<file path="src/hdl/assert_macros.svh">
// Shared assertion macros for the sequencer core
`ifndef ASSERT_MACROS_SVH
`define ASSERT_MACROS_SVH

// a holds -> b holds in the same cycle
`define ASSERT_IMPLIES(label, clk, rst_n, a, b) \
    label: assert property (@(posedge clk) disable iff (!rst_n) (a) |-> (b)) \
        else $error("assertion failed: a |-> b");

// a holds -> b holds in the next cycle
`define ASSERT_NEXT(label, clk, rst_n, a, b) \
    label: assert property (@(posedge clk) disable iff (!rst_n) (a) |=> (b)) \
        else $error("assertion failed: a |=> b");

`endif

</file>
<file path="src/hdl/lcdseq_pkg.sv">
`default_nettype none

package lcdseq_pkg;

    typedef enum logic [2:0]
    {
        OP_WR_CMD    = 3'd0,
        OP_WR_DATA   = 3'd1,
        OP_INIT      = 3'd2,
        OP_SET_POS   = 3'd3,
        OP_SET_GLYPH = 3'd4
    } opcode_t;

    localparam logic [7:0] CMD_HOME        = 8'h02;
    localparam logic [7:0] CMD_FUNC_8BIT   = 8'h38;
    localparam logic [7:0] CMD_FUNC_4BIT   = 8'h28;
    localparam logic [7:0] CMD_DISPLAY_ON  = 8'h0C;
    localparam logic [7:0] CMD_CLEAR       = 8'h01;
    localparam logic [7:0] CMD_ENTRY_MODE  = 8'h06;
    localparam logic [7:0] DDRAM_LINE0     = 8'h80;
    localparam logic [7:0] DDRAM_LINE1     = 8'hC0;
    localparam logic [7:0] CGRAM_BASE      = 8'h40;

    localparam logic [5:0] POWER_UP_WAIT_MS = 6'd50;

    // init step index: 0 is the 4-bit-only home command, 3 is clear
    localparam logic [2:0] INIT_FIRST_4BIT = 3'd0;
    localparam logic [2:0] INIT_FIRST_8BIT = 3'd1;
    localparam logic [2:0] INIT_CLEAR_IDX  = 3'd3;
    localparam logic [2:0] INIT_LAST_IDX   = 3'd4;
    localparam logic [2:0] INIT_DONE_IDX   = 3'd5;

    localparam logic [1:0] EXTRA_NONE  = 2'd0;
    localparam logic [1:0] EXTRA_SHORT = 2'd1;
    localparam logic [1:0] EXTRA_CLEAR = 2'd2;

    typedef struct packed
    {
        logic       load;        // start a transfer
        logic       wait_state;  // power-up wait instead of a byte transfer
        logic       rs;
        logic [7:0] data;
        logic [1:0] extra;       // settling ms added to the final hold
        logic       final_xfer;  // last transfer of the request
    } dp_cmd_t;

    typedef struct packed
    {
        logic idle;
    } dp_status_t;

    function automatic logic [7:0] init_cmd(input logic [2:0] idx, input logic mode4);
        logic [7:0] result;
        unique case (idx)
            3'd0:    result = CMD_HOME;
            3'd1:    result = mode4 ? CMD_FUNC_4BIT : CMD_FUNC_8BIT;
            3'd2:    result = CMD_DISPLAY_ON;
            3'd3:    result = CMD_CLEAR;
            3'd4:    result = CMD_ENTRY_MODE;
            default: result = CMD_ENTRY_MODE;
        endcase
        return result;
    endfunction

endpackage

`default_nettype wire

</file>
<file path="src/hdl/char_lcd_interface_sequencer_core.sv">
// Character LCD sequencer: each request on the s_ stream (write command, write data,
// init, set cursor position, set glyph address) becomes a run of timed pin states on
// the m_ stream, each giving enable, data bus and a hold time in ms, with register
// select on m_tuser and m_tlast on the final state of the request. Once a request
// is taken, the block produces one pin state per cycle within a byte transfer while
// the output register is free or being taken, with a controller turnaround after
// each byte transfer and after the power-up wait. Requests that give no pin states
// are taken without leaving the idle state. The next request is taken only after
// the datapath has gone idle behind the last pin state of the current one and the
// controller has returned to its idle state. The user must write the bus mode
// register on cfg_ only while no request is in progress; the block itself does
// not enforce it.
`default_nettype none

`include "assert_macros.svh"

module char_lcd_interface_sequencer_core
(
    input  wire logic        clk,
    input  wire logic        rst_n,
    input  wire logic        cfg_valid,
    output logic             cfg_ready,
    input  wire logic        cfg_data,      // bus_width_mode
    input  wire logic        s_tvalid,
    output logic             s_tready,
    // opcode[2:0], value[10:3], line[12:11], column[18:13], glyph_slot[21:19]
    input  wire logic [23:0] s_tdata,
    output logic             m_tvalid,
    input  wire logic        m_tready,
    // enable[0], data_bus[8:1], hold_ms[14:9]
    output logic [15:0]      m_tdata,
    output logic             m_tuser,       // register_select
    output logic             m_tlast
);

    import lcdseq_pkg::*;

    logic       mode_reg;
    dp_cmd_t    cmd;
    dp_status_t status;

    assign cfg_ready = 1'b1;

    always_ff @(posedge clk or negedge rst_n)
    begin
        if (!rst_n)
        begin
            mode_reg <= 1'b0;
        end
        else if (cfg_valid)
        begin
            mode_reg <= cfg_data;
        end
    end

    lcdseq_ctrl u_ctrl
    (
        .clk            (clk),
        .rst_n          (rst_n),
        .bus_width_mode (mode_reg),
        .s_tvalid       (s_tvalid),
        .s_tready       (s_tready),
        .s_tdata        (s_tdata),
        .cmd            (cmd),
        .status         (status)
    );

    lcdseq_dp u_dp
    (
        .clk            (clk),
        .rst_n          (rst_n),
        .bus_width_mode (mode_reg),
        .cmd            (cmd),
        .status         (status),
        .m_tvalid       (m_tvalid),
        .m_tready       (m_tready),
        .m_tdata        (m_tdata),
        .m_tuser        (m_tuser),
        .m_tlast        (m_tlast)
    );

    // a new request is only taken once the datapath has finished
    `ASSERT_IMPLIES(a_ready_dp_idle, clk, rst_n, s_tready, status.idle)
    // whatever waits at the output when idle closes the previous request
    `ASSERT_IMPLIES(a_idle_out_last, clk, rst_n, s_tready && m_tvalid, m_tlast)
    // an accepted init request loads the datapath in the next cycle
    `ASSERT_NEXT(a_accept_load, clk, rst_n,
                 s_tvalid && s_tready && (s_tdata[2:0] == OP_INIT), cmd.load)

endmodule

`default_nettype wire

</file>
<file path="src/hdl/lcdseq_ctrl.sv">
`default_nettype none

module lcdseq_ctrl
(
    input  wire logic                   clk,
    input  wire logic                   rst_n,
    input  wire logic                   bus_width_mode,
    input  wire logic                   s_tvalid,
    output logic                        s_tready,
    input  wire logic [23:0]            s_tdata,
    output lcdseq_pkg::dp_cmd_t         cmd,
    input  wire lcdseq_pkg::dp_status_t status
);

    import lcdseq_pkg::*;

    typedef enum logic
    {
        IDLE,
        RUN
    } state_t;

    state_t     state_reg;
    logic [2:0] idx_reg;
    dp_cmd_t    cmd_reg;

    opcode_t    op;
    logic [7:0] value;
    logic [1:0] line;
    logic [5:0] column;
    logic [2:0] slot;
    logic [7:0] pos_byte;
    logic [7:0] glyph_byte;

    always_comb
    begin
        op         = opcode_t'(s_tdata[2:0]);
        value      = s_tdata[10:3];
        line       = s_tdata[12:11];
        column     = s_tdata[18:13];
        slot       = s_tdata[21:19];
        pos_byte   = (line[0] ? DDRAM_LINE1 : DDRAM_LINE0) + {2'b00, column};
        glyph_byte = CGRAM_BASE + {2'b00, slot, 3'b000};
    end

    assign s_tready = (state_reg == IDLE);
    assign cmd      = cmd_reg;

    always_ff @(posedge clk or negedge rst_n)
    begin
        if (!rst_n)
        begin
            state_reg <= IDLE;
            idx_reg   <= INIT_DONE_IDX;
            cmd_reg   <= '0;
        end
        else
        begin
            unique case (state_reg)
                IDLE:
                begin
                    if (s_tvalid)
                    begin
                        unique case (op)
                            OP_WR_CMD, OP_WR_DATA:
                            begin
                                cmd_reg   <= '{load: 1'b1, wait_state: 1'b0,
                                               rs: (op == OP_WR_DATA), data: value,
                                               extra: EXTRA_NONE, final_xfer: 1'b1};
                                idx_reg   <= INIT_DONE_IDX;
                                state_reg <= RUN;
                            end
                            OP_INIT:
                            begin
                                cmd_reg   <= '{load: 1'b1, wait_state: 1'b1, rs: 1'b0,
                                               data: 8'h00, extra: EXTRA_NONE,
                                               final_xfer: 1'b0};
                                idx_reg   <= bus_width_mode ? INIT_FIRST_4BIT
                                                            : INIT_FIRST_8BIT;
                                state_reg <= RUN;
                            end
                            OP_SET_POS:
                            begin
                                // lines 2 and 3 are dropped without output
                                if (line[1] == 1'b0)
                                begin
                                    cmd_reg   <= '{load: 1'b1, wait_state: 1'b0, rs: 1'b0,
                                                   data: pos_byte, extra: EXTRA_NONE,
                                                   final_xfer: 1'b1};
                                    idx_reg   <= INIT_DONE_IDX;
                                    state_reg <= RUN;
                                end
                            end
                            OP_SET_GLYPH:
                            begin
                                cmd_reg   <= '{load: 1'b1, wait_state: 1'b0, rs: 1'b0,
                                               data: glyph_byte, extra: EXTRA_NONE,
                                               final_xfer: 1'b1};
                                idx_reg   <= INIT_DONE_IDX;
                                state_reg <= RUN;
                            end
                            default:
                            begin
                            end
                        endcase
                    end
                end
                RUN:
                begin
                    if (cmd_reg.load)
                    begin
                        cmd_reg.load <= 1'b0;
                    end
                    // datapath idle and no load in flight: transfer finished
                    else if (status.idle)
                    begin
                        if (idx_reg == INIT_DONE_IDX)
                        begin
                            state_reg <= IDLE;
                        end
                        else
                        begin
                            cmd_reg <= '{load: 1'b1, wait_state: 1'b0, rs: 1'b0,
                                         data: init_cmd(idx_reg, bus_width_mode),
                                         extra: (idx_reg == INIT_CLEAR_IDX) ? EXTRA_CLEAR
                                                                            : EXTRA_SHORT,
                                         final_xfer: (idx_reg == INIT_LAST_IDX)};
                            idx_reg <= idx_reg + 3'd1;
                        end
                    end
                end
                default:
                begin
                    state_reg <= IDLE;
                end
            endcase
        end
    end

endmodule

`default_nettype wire

</file>
<file path="src/hdl/lcdseq_dp.sv">
`default_nettype none

module lcdseq_dp
(
    input  wire logic                  clk,
    input  wire logic                  rst_n,
    input  wire logic                  bus_width_mode,
    input  wire lcdseq_pkg::dp_cmd_t   cmd,
    output lcdseq_pkg::dp_status_t     status,
    output logic                       m_tvalid,
    input  wire logic                  m_tready,
    output logic [15:0]                m_tdata,
    output logic                       m_tuser,
    output logic                       m_tlast
);

    import lcdseq_pkg::*;

    logic       active_reg;
    logic [1:0] phase_reg;
    logic       wait_reg;
    logic       rs_reg;
    logic [7:0] byte_reg;
    logic [1:0] extra_reg;
    logic       final_reg;
    logic [7:0] held_bus_reg;
    logic       held_select_reg;
    logic       m_tvalid_reg;
    logic       m_tvalid_next;
    logic [15:0] m_tdata_reg;
    logic       m_tuser_reg;
    logic       m_tlast_reg;

    logic       out_free;
    logic       emit;
    logic       st_rs;
    logic       st_en;
    logic [7:0] st_bus;
    logic [5:0] st_hold;
    logic       st_final;

    assign out_free = !m_tvalid_reg || m_tready;
    assign emit     = active_reg && out_free;

    // pin state for the current phase: even phases raise enable, odd lower it; the power-up wait holds enable low
    always_comb
    begin
        if (wait_reg)
        begin
            st_rs    = held_select_reg;
            st_en    = 1'b0;
            st_bus   = held_bus_reg;
            st_hold  = POWER_UP_WAIT_MS;
            st_final = 1'b1;
        end
        else
        begin
            st_rs = rs_reg;
            st_en = !phase_reg[0];
            if (bus_width_mode)
            begin
                st_bus   = {4'h0, phase_reg[1] ? byte_reg[3:0] : byte_reg[7:4]};
                st_final = (phase_reg == 2'd3);
            end
            else
            begin
                st_bus   = byte_reg;
                st_final = phase_reg[0];
            end
            st_hold = st_final ? 6'd1 + {4'b0000, extra_reg} : 6'd1;
        end
    end

    always_comb
    begin
        if (emit)
        begin
            m_tvalid_next = 1'b1;
        end
        else if (m_tready)
        begin
            m_tvalid_next = 1'b0;
        end
        else
        begin
            m_tvalid_next = m_tvalid_reg;
        end
    end

    always_ff @(posedge clk or negedge rst_n)
    begin
        if (!rst_n)
        begin
            active_reg      <= 1'b0;
            phase_reg       <= 2'd0;
            held_bus_reg    <= 8'h00;
            held_select_reg <= 1'b0;
            m_tvalid_reg    <= 1'b0;
        end
        else
        begin
            m_tvalid_reg <= m_tvalid_next;
            if (cmd.load)
            begin
                active_reg <= 1'b1;
                phase_reg  <= 2'd0;
            end
            else if (emit)
            begin
                held_bus_reg    <= st_bus;
                held_select_reg <= st_rs;
                phase_reg       <= phase_reg + 2'd1;
                if (st_final)
                begin
                    active_reg <= 1'b0;
                end
            end
        end
    end

    always_ff @(posedge clk)
    begin
        if (cmd.load)
        begin
            wait_reg  <= cmd.wait_state;
            rs_reg    <= cmd.rs;
            byte_reg  <= cmd.data;
            extra_reg <= cmd.extra;
            final_reg <= cmd.final_xfer;
        end
        if (emit)
        begin
            m_tdata_reg <= {1'b0, st_hold, st_bus, st_en};
            m_tuser_reg <= st_rs;
            m_tlast_reg <= st_final && final_reg;
        end
    end

    assign status.idle = !active_reg;
    assign m_tvalid    = m_tvalid_reg;
    assign m_tdata     = m_tdata_reg;
    assign m_tuser     = m_tuser_reg;
    assign m_tlast     = m_tlast_reg;

endmodule

`default_nettype wire

</file>
<file path="config.mk">
export PLATFORM = sky130hd
export DESIGN_NAME = char_lcd_interface_sequencer_core
export DESIGN_NICKNAME = d
export VERILOG_FILES = /design/src/hdl/lcdseq_pkg.sv /design/src/hdl/char_lcd_interface_sequencer_core.sv /design/src/hdl/lcdseq_ctrl.sv /design/src/hdl/lcdseq_dp.sv
export VERILOG_INCLUDE_DIRS = /design/src /design/src/hdl
export SDC_FILE = /design/constraint.sdc
export NUM_CORES = 1
export LEC_CHECK = 0
export ABC_CLOCK_PERIOD_IN_PS = 2500
export BUFFER_PORTS_ARGS = -buffer_cell sky130_fd_sc_hd__buf_2
export CORE_UTILIZATION = 55
export DETAILED_ROUTE_END_ITERATION = 7
export GPL_TIMING_DRIVEN = 0
export PLACE_DENSITY = 0.85
export SLEW_MARGIN = 5
export SYNTH_ARGS = -nofsm -noshare
export SYNTH_HDL_FRONTEND = slang
export SYNTH_SLANG_ARGS = --single-unit
</file>
<file path="constraint.sdc">
create_clock -name clk -period 2.5 [get_ports clk]
set_input_delay 0.375 -clock clk [delete_from_list [all_inputs] [get_ports clk]]
set_output_delay 0.375 -clock clk [all_outputs]
set_load 0.05 [all_outputs]
</file>
**Word level (Yosys, flattened, before mapping)**

Index checks and enable logic that the tools add are counted.

- Word-level logic and storage cells: 110
- Output and inout bits: 21
- Register bits: 62
- Bits of input ports: 30

- Reduce and logical (&&, ||, !) cells: 19
- Add/sub/neg operators: 5
- Bitwise logic cells: 3
- Eq/ne operators: 17
- Muxes and demuxes: 42

Operators with widths:

| cell | count |
|---|---|
| 14-bit 2-to-1 mux | 4 |
| 14-bit case mux with 4 select lines | 1 |
| 8-bit case mux with 4 select lines | 1 |
| 14-bit case mux with 2 select lines | 1 |
| 1-bit 2-to-1 mux | 16 |
| 8-bit 2-to-1 mux | 2 |
| 3-bit 2-to-1 mux | 5 |
| 13-bit 2-to-1 mux | 1 |
| 3-bit by 2-bit equality test with 1-bit output (second input constant) | 4 |
| 6-bit AND reduction | 2 |
| 3-bit equality test (second input constant) | 3 |
| 3-bit case mux with 3 select lines | 1 |
| 7-bit by 6-bit adder with 8-bit output (first input constant) | 1 |
| 8-bit by 6-bit adder with 8-bit output | 1 |
| 2-bit != test (second input constant) | 4 |
| 7-bit 2-to-1 mux | 1 |
| 3-bit by 1-bit equality test with 1-bit output (second input constant) | 2 |
| 3-bit zero test | 2 |
| 2-bit 2-to-1 mux | 3 |
| 6-bit 2-to-1 mux | 1 |
| 3-bit case mux with 2 select lines | 1 |
| 2-bit nonzero test | 3 |
| 5-bit 2-to-1 mux | 1 |
| 5-bit by 1-bit != test with 1-bit output (second input constant) | 1 |
| other kinds (17) | 24 |

**Depth between registers and ports, before layout**

- Depth after elaboration: 7
- Depth in mapped cells: 7
- Mapped depth without buffers: 6

**Modules after synthesis**

Synthesis repeated with hierarchy kept, for this count alone.

- Cell total of the unflattened synthesis: 246
- Area, all modules: 2990.4 µm²

Modules (own cells, without submodules):

| module | sequential area each (µm²) | cells an instance | area an instance (µm²) | times used |
|---|---|---|---|---|
| lcdseq_dp | 1166.1 | 97 | 1647.8 | 1 |
| lcdseq_ctrl | 452.9 | 145 | 1291.2 | 1 |
| char_lcd_interface_sequencer_core | 25.0 | 4 | 51.3 | 1 |

**Worst setup path before layout**

Ideal clock, no wire load.

- Path type: register -> register
- Start: register u_ctrl.idx_reg[0]
- End: register u_ctrl.cmd_reg (netlist bit u_ctrl.cmd[0])
- Setup time: 125 ps
- Slack: 757 ps
- Buffers on the path: 0
- Arrival time: 1619 ps
- Period minus slack after synthesis: 1743 ps
- Data required time: 2375 ps
- Cell stages (with the launch flop): 6
- Cell sequence: dfstp_2 ha_1 nand2_1 a21oi_1 nor2_4 mux2_2

- Longest elaborated chain between the ends: 5
- Elaborated cells on any way between the ends: 8
- Those cells by class: 3 x eq/ne; 4 x mux; 1 x reduce/logical

Ends and longest elaborated chain:

| what | line | source |
|---|---|---|
| from (decl) | lcdseq_ctrl.sv:24 | `logic [2:0] idx_reg;` |
| from (signal assigned) | lcdseq_ctrl.sv:78 | `idx_reg <= bus_width_mode ? INIT_FIRST_4BIT` |
| from (signal assigned) | lcdseq_ctrl.sv:128 | `idx_reg <= idx_reg + 3'd1;` |
| 3-bit equality test | lcdseq_ctrl.sv:127 | `final_xfer: (idx_reg == INIT_LAST_IDX)};` |
| 14-bit 2-to-1 mux | lcdseq_ctrl.sv:117 | `if (idx_reg == INIT_DONE_IDX)` |
| 14-bit 2-to-1 mux | lcdseq_ctrl.sv:115 | `else if (status.idle)` |
| 13-bit 2-to-1 mux | lcdseq_ctrl.sv:110 | `if (cmd_reg.load)` |
| 14-bit case mux with 2 select lines | lcdseq_ctrl.sv:59 | `unique case (state_reg)` |
| to (signal assigned) | lcdseq_ctrl.sv:67 | `cmd_reg <= '{load: 1'b1, wait_state: 1'b0,` |
| to (signal assigned) | lcdseq_ctrl.sv:75 | `cmd_reg <= '{load: 1'b1, wait_state: 1'b1, rs: 1'b0,` |
| to (signal assigned) | lcdseq_ctrl.sv:123 | `cmd_reg <= '{load: 1'b1, wait_state: 1'b0, rs: 1'b0,` |
| to (decl) | lcdseq_ctrl.sv:25 | `dp_cmd_t cmd_reg;` |

Parallel ways exist; a longest one is shown, timed or not. The select of a mux whose other input is x is not followed.
A chain may end at the register's enable or synchronous reset.

**Worst setup path after layout**

- Start: register u_ctrl.cmd_reg (netlist bit u_ctrl.cmd[13])
- End: register u_ctrl.cmd_reg (netlist bit u_ctrl.cmd[1])

- Longest elaborated chain between the ends: 2

Ends and longest elaborated chain:

| what | line | source |
|---|---|---|
| from (signal assigned) | lcdseq_ctrl.sv:67 |  |
| from (signal assigned) | lcdseq_ctrl.sv:75 |  |
| from (signal assigned) | lcdseq_ctrl.sv:87 | `cmd_reg <= '{load: 1'b1, wait_state: 1'b0, rs: 1'b0,` |
| 2-bit != test (no source line) | n/a |  |
| 6-bit AND reduction (no source line) | n/a |  |

Every way passes these cells.

==> results.yml <==
run_status:
  status: "complete, no violations"
floorplanning:
  die_y_um: 74.1
  die_x_um: 74.1
  coreArea_sq_um: 4850
  fp.dieArea_sq_um: 5490
  std_cell_rows: 25
  io-pin-count: 51
  start_util: 0.589
cells_and_area:
  syn_to_final_growth_pct: 17.9
  final_cell_mix: "buf_2, dfrtp_1, mux2_2, edfxtp_1, clkbuf_8"
  diodes: 0
  multi_input_area_sq_um: 1120
  final_common_cell: "buf_2"
  largest_reg_flops: 14
  drive_above_1_share: 0.362
  seq_area_sq_um: 1640
  fillers: 326
  final_nets: 319
synthesis:
  yosysSeqAreaShare: 0.575
  yosysTopAreaCell: "edfxtp_1"
  synth-seq-cells: 60
  syn-cell-area_sq_um: 2860
  synthTopCellsByArea: "edfxtp_1, dfrtp_1, mux2_2"
  synth_area_per_cell_sq_um: 12.7
  synth-warning-count: 0
  synth_edf_count: 28
  syn_inst: 225
  yosysTopAreaCellShare: 0.294
  async_reset_ff_frac: 0.533
  synthFlopType: "dfrtp_1"
  synth.distinct_cells: 49
global_route:
  grt_overflow: 0
  grt_usage: 0.216
  grt_pass1_wl_mm: 8.60
  antenna_found_initial: 0
  grt_max_degree: 33
  grt_pass1_vias: 1851
timing:
  rsz0062_at_grt: "no"
  hold_viol_final: 0
  fin_tns_setup_ns: 0
  tightest_slew_ns: 0.721
  fin_skew_ns: 0.00748
  slew_violations: 0
  fin_crit_sh: 0.835
  setup_viol_count_final: 0
  layout_min_cycle_time_ns: 2.09
  max_freq_mhz: 479
  final.setup.worst_slack_ns: 0.412
  slew_headroom: 0.520
routing:
  met2WireLength_mm: 2.44
  wl_per_cell_um: 14.6
  antenna_left: 0
  first_pass_iters: 4
  drt-met1-wl_mm: 2.32
  drt_wl_total_mm: 5.16
  drc: 0
  via_per_inst: 5.49
  met3_length_um: 288
  vias: 1945
  highest_layer: "met4"
  drt_iter0_drc: 145
clock_network:
  cts_made_buffers: 9
  clock-sinks: 60
  cts_tree: "yes"
  clockBufferDepth: 2
  clk_latency_ns: 0.33
  cts_hold_buffers: 0
  path_clk_slew_ns: 0.06
  postCtsSetupBuffers: 0
  cts_root_buf: "clkbuf_8"
  post_cts_resized: 0
  htreeDepth: 3
hold_path:
  worstHoldPathType: "in2async"
placed_design:
  pre_cts_ws_ns: 0.402
  dp_hpwl_mm: 3.73
  place_congestion: 0.890
  portBuffers: 45
setup_path:
  end_kind: "register"
  worst-path-max-fanout: 19
  cp-start-kind: "register"
  worstPathRequired_ns: 2.71
  r2r_slack_ns: 0.41
  arrival_ns: 2.30
  path_class: "reg2reg"
power_and_ir_drop:
  power.density_nw_per_um2: 1290
  max-vdd-ir-drop_v: 0.000666
  p_leak_uw: 0.00149
job:
  cap_violations: 0
## cell type report
class / instances / share of cell area
flip-flops and latches: 60 / 0.488
multi-input cells: 146 / 0.332
clock buffers: 14 / 0.0483
repair buffers: 45 / 0.0669
clock inverters: 2 / 0.0104
plain buffers: 12 / 0.0204
inverters: 8 / 0.00892
well taps: 67 / 0.0249
## critical path: stages, from the launching register on
cell	delay [ns]
dfrtp_1	0.80
nor2_1	0.11
a21oi_1	0.57
nor2_4	0.17
mux2_2	0.31
## Yosys cell counts, types with 2 or more instances
| master | count |
|---|---|
| o41ai_1 | 2 |
| nor3_1 | 7 |
| a2111oi_0 | 2 |
| a21oi_1 | 10 |
| conb_1 | 2 |
| nand2_1 | 10 |
| inv_1 | 8 |
| nor3b_1 | 2 |
| a21o_1 | 3 |
| o21ai_0 | 7 |
| a211oi_1 | 2 |
| ha_1 | 7 |
| a311oi_1 | 2 |
| buf_4 | 5 |
| buf_2 | 4 |
| nand3_1 | 5 |
| dfrtp_1 | 30 |
| a32o_1 | 2 |
| and2b_1 | 2 |
| nor2b_1 | 4 |
| edfxtp_1 | 28 |
| clkbuf_1 | 3 |
| a22o_1 | 8 |
| dfstp_2 | 2 |
| mux2_2 | 28 |
| nor2_1 | 10 |
| nand2b_1 | 7 |
| and2_1 | 2 |
## power by group
group	switching (uW)	total, uW	internal [uW]
logic	1060	1710	646
clock network	336	851	514
registers	241	1780	1540
## cells by family (layout without fill, tap and decap cells)
group                      after synthesis  in the layout  synth area share
AOI/OAI and AO/OA                       49             49             0.128
xor gates and xnor gates                 1              1           0.00307
adders and majority gates                7              7            0.0306
buffers and inverters                   20             81            0.0346
DFF                                     60             60             0.575
muxes                                   29             29             0.114
other                                    2              3           0.00263
and+or+nand+nor                         57             57             0.112
## path summary, 6_finish.rpt
check | depth (start not counted) | from | endpoint
min in group clk | 2 | cfg_data | mode_reg$_DFFE_PN0P_
max in group asynchronous | 1 | rst_n | u_ctrl.cmd[7]$_DFFE_PN0P_
worst min-delay path | 1 | rst_n | u_dp.held_bus_reg[7]$_DFFE_PN0P_
worst max-delay path | 4 | u_ctrl.cmd[13]$_DFFE_PN0P_ | u_ctrl.cmd[1]$_DFFE_PN0P_
worst min register to register | 0 | u_ctrl.cmd[6]$_DFFE_PN0P_ | u_dp.byte_reg[3]$_DFFE_PP_
worst max register to register | 4 | u_ctrl.cmd[13]$_DFFE_PN0P_ | u_ctrl.cmd[1]$_DFFE_PN0P_
## metrics by stage
stage	cell area (sq um)	total power (uW)	hold slack, ns	cells	util
after detailed placement	3170	3500	0.434	338	0.654
final	3370	4340	0.103	354	0.695
after global routing	3370	4600	0.168	354	0.695
after CTS	3370	4360	0.119	354	0.695
after global placement	3170	3430	0.426	338	0.654
after floorplan	2860	3090	0.0794	226	-
## routing by layer
layer | global-route usage | vias up
li1 | - | 946
met1 | 0.275 | 906
met2 | 0.349 | 82
met3 | 0.0556 | 11
met4 | 0.0983 | 0
met5 | 0 | -
Note: power is estimated with default switching activity, not from simulation.
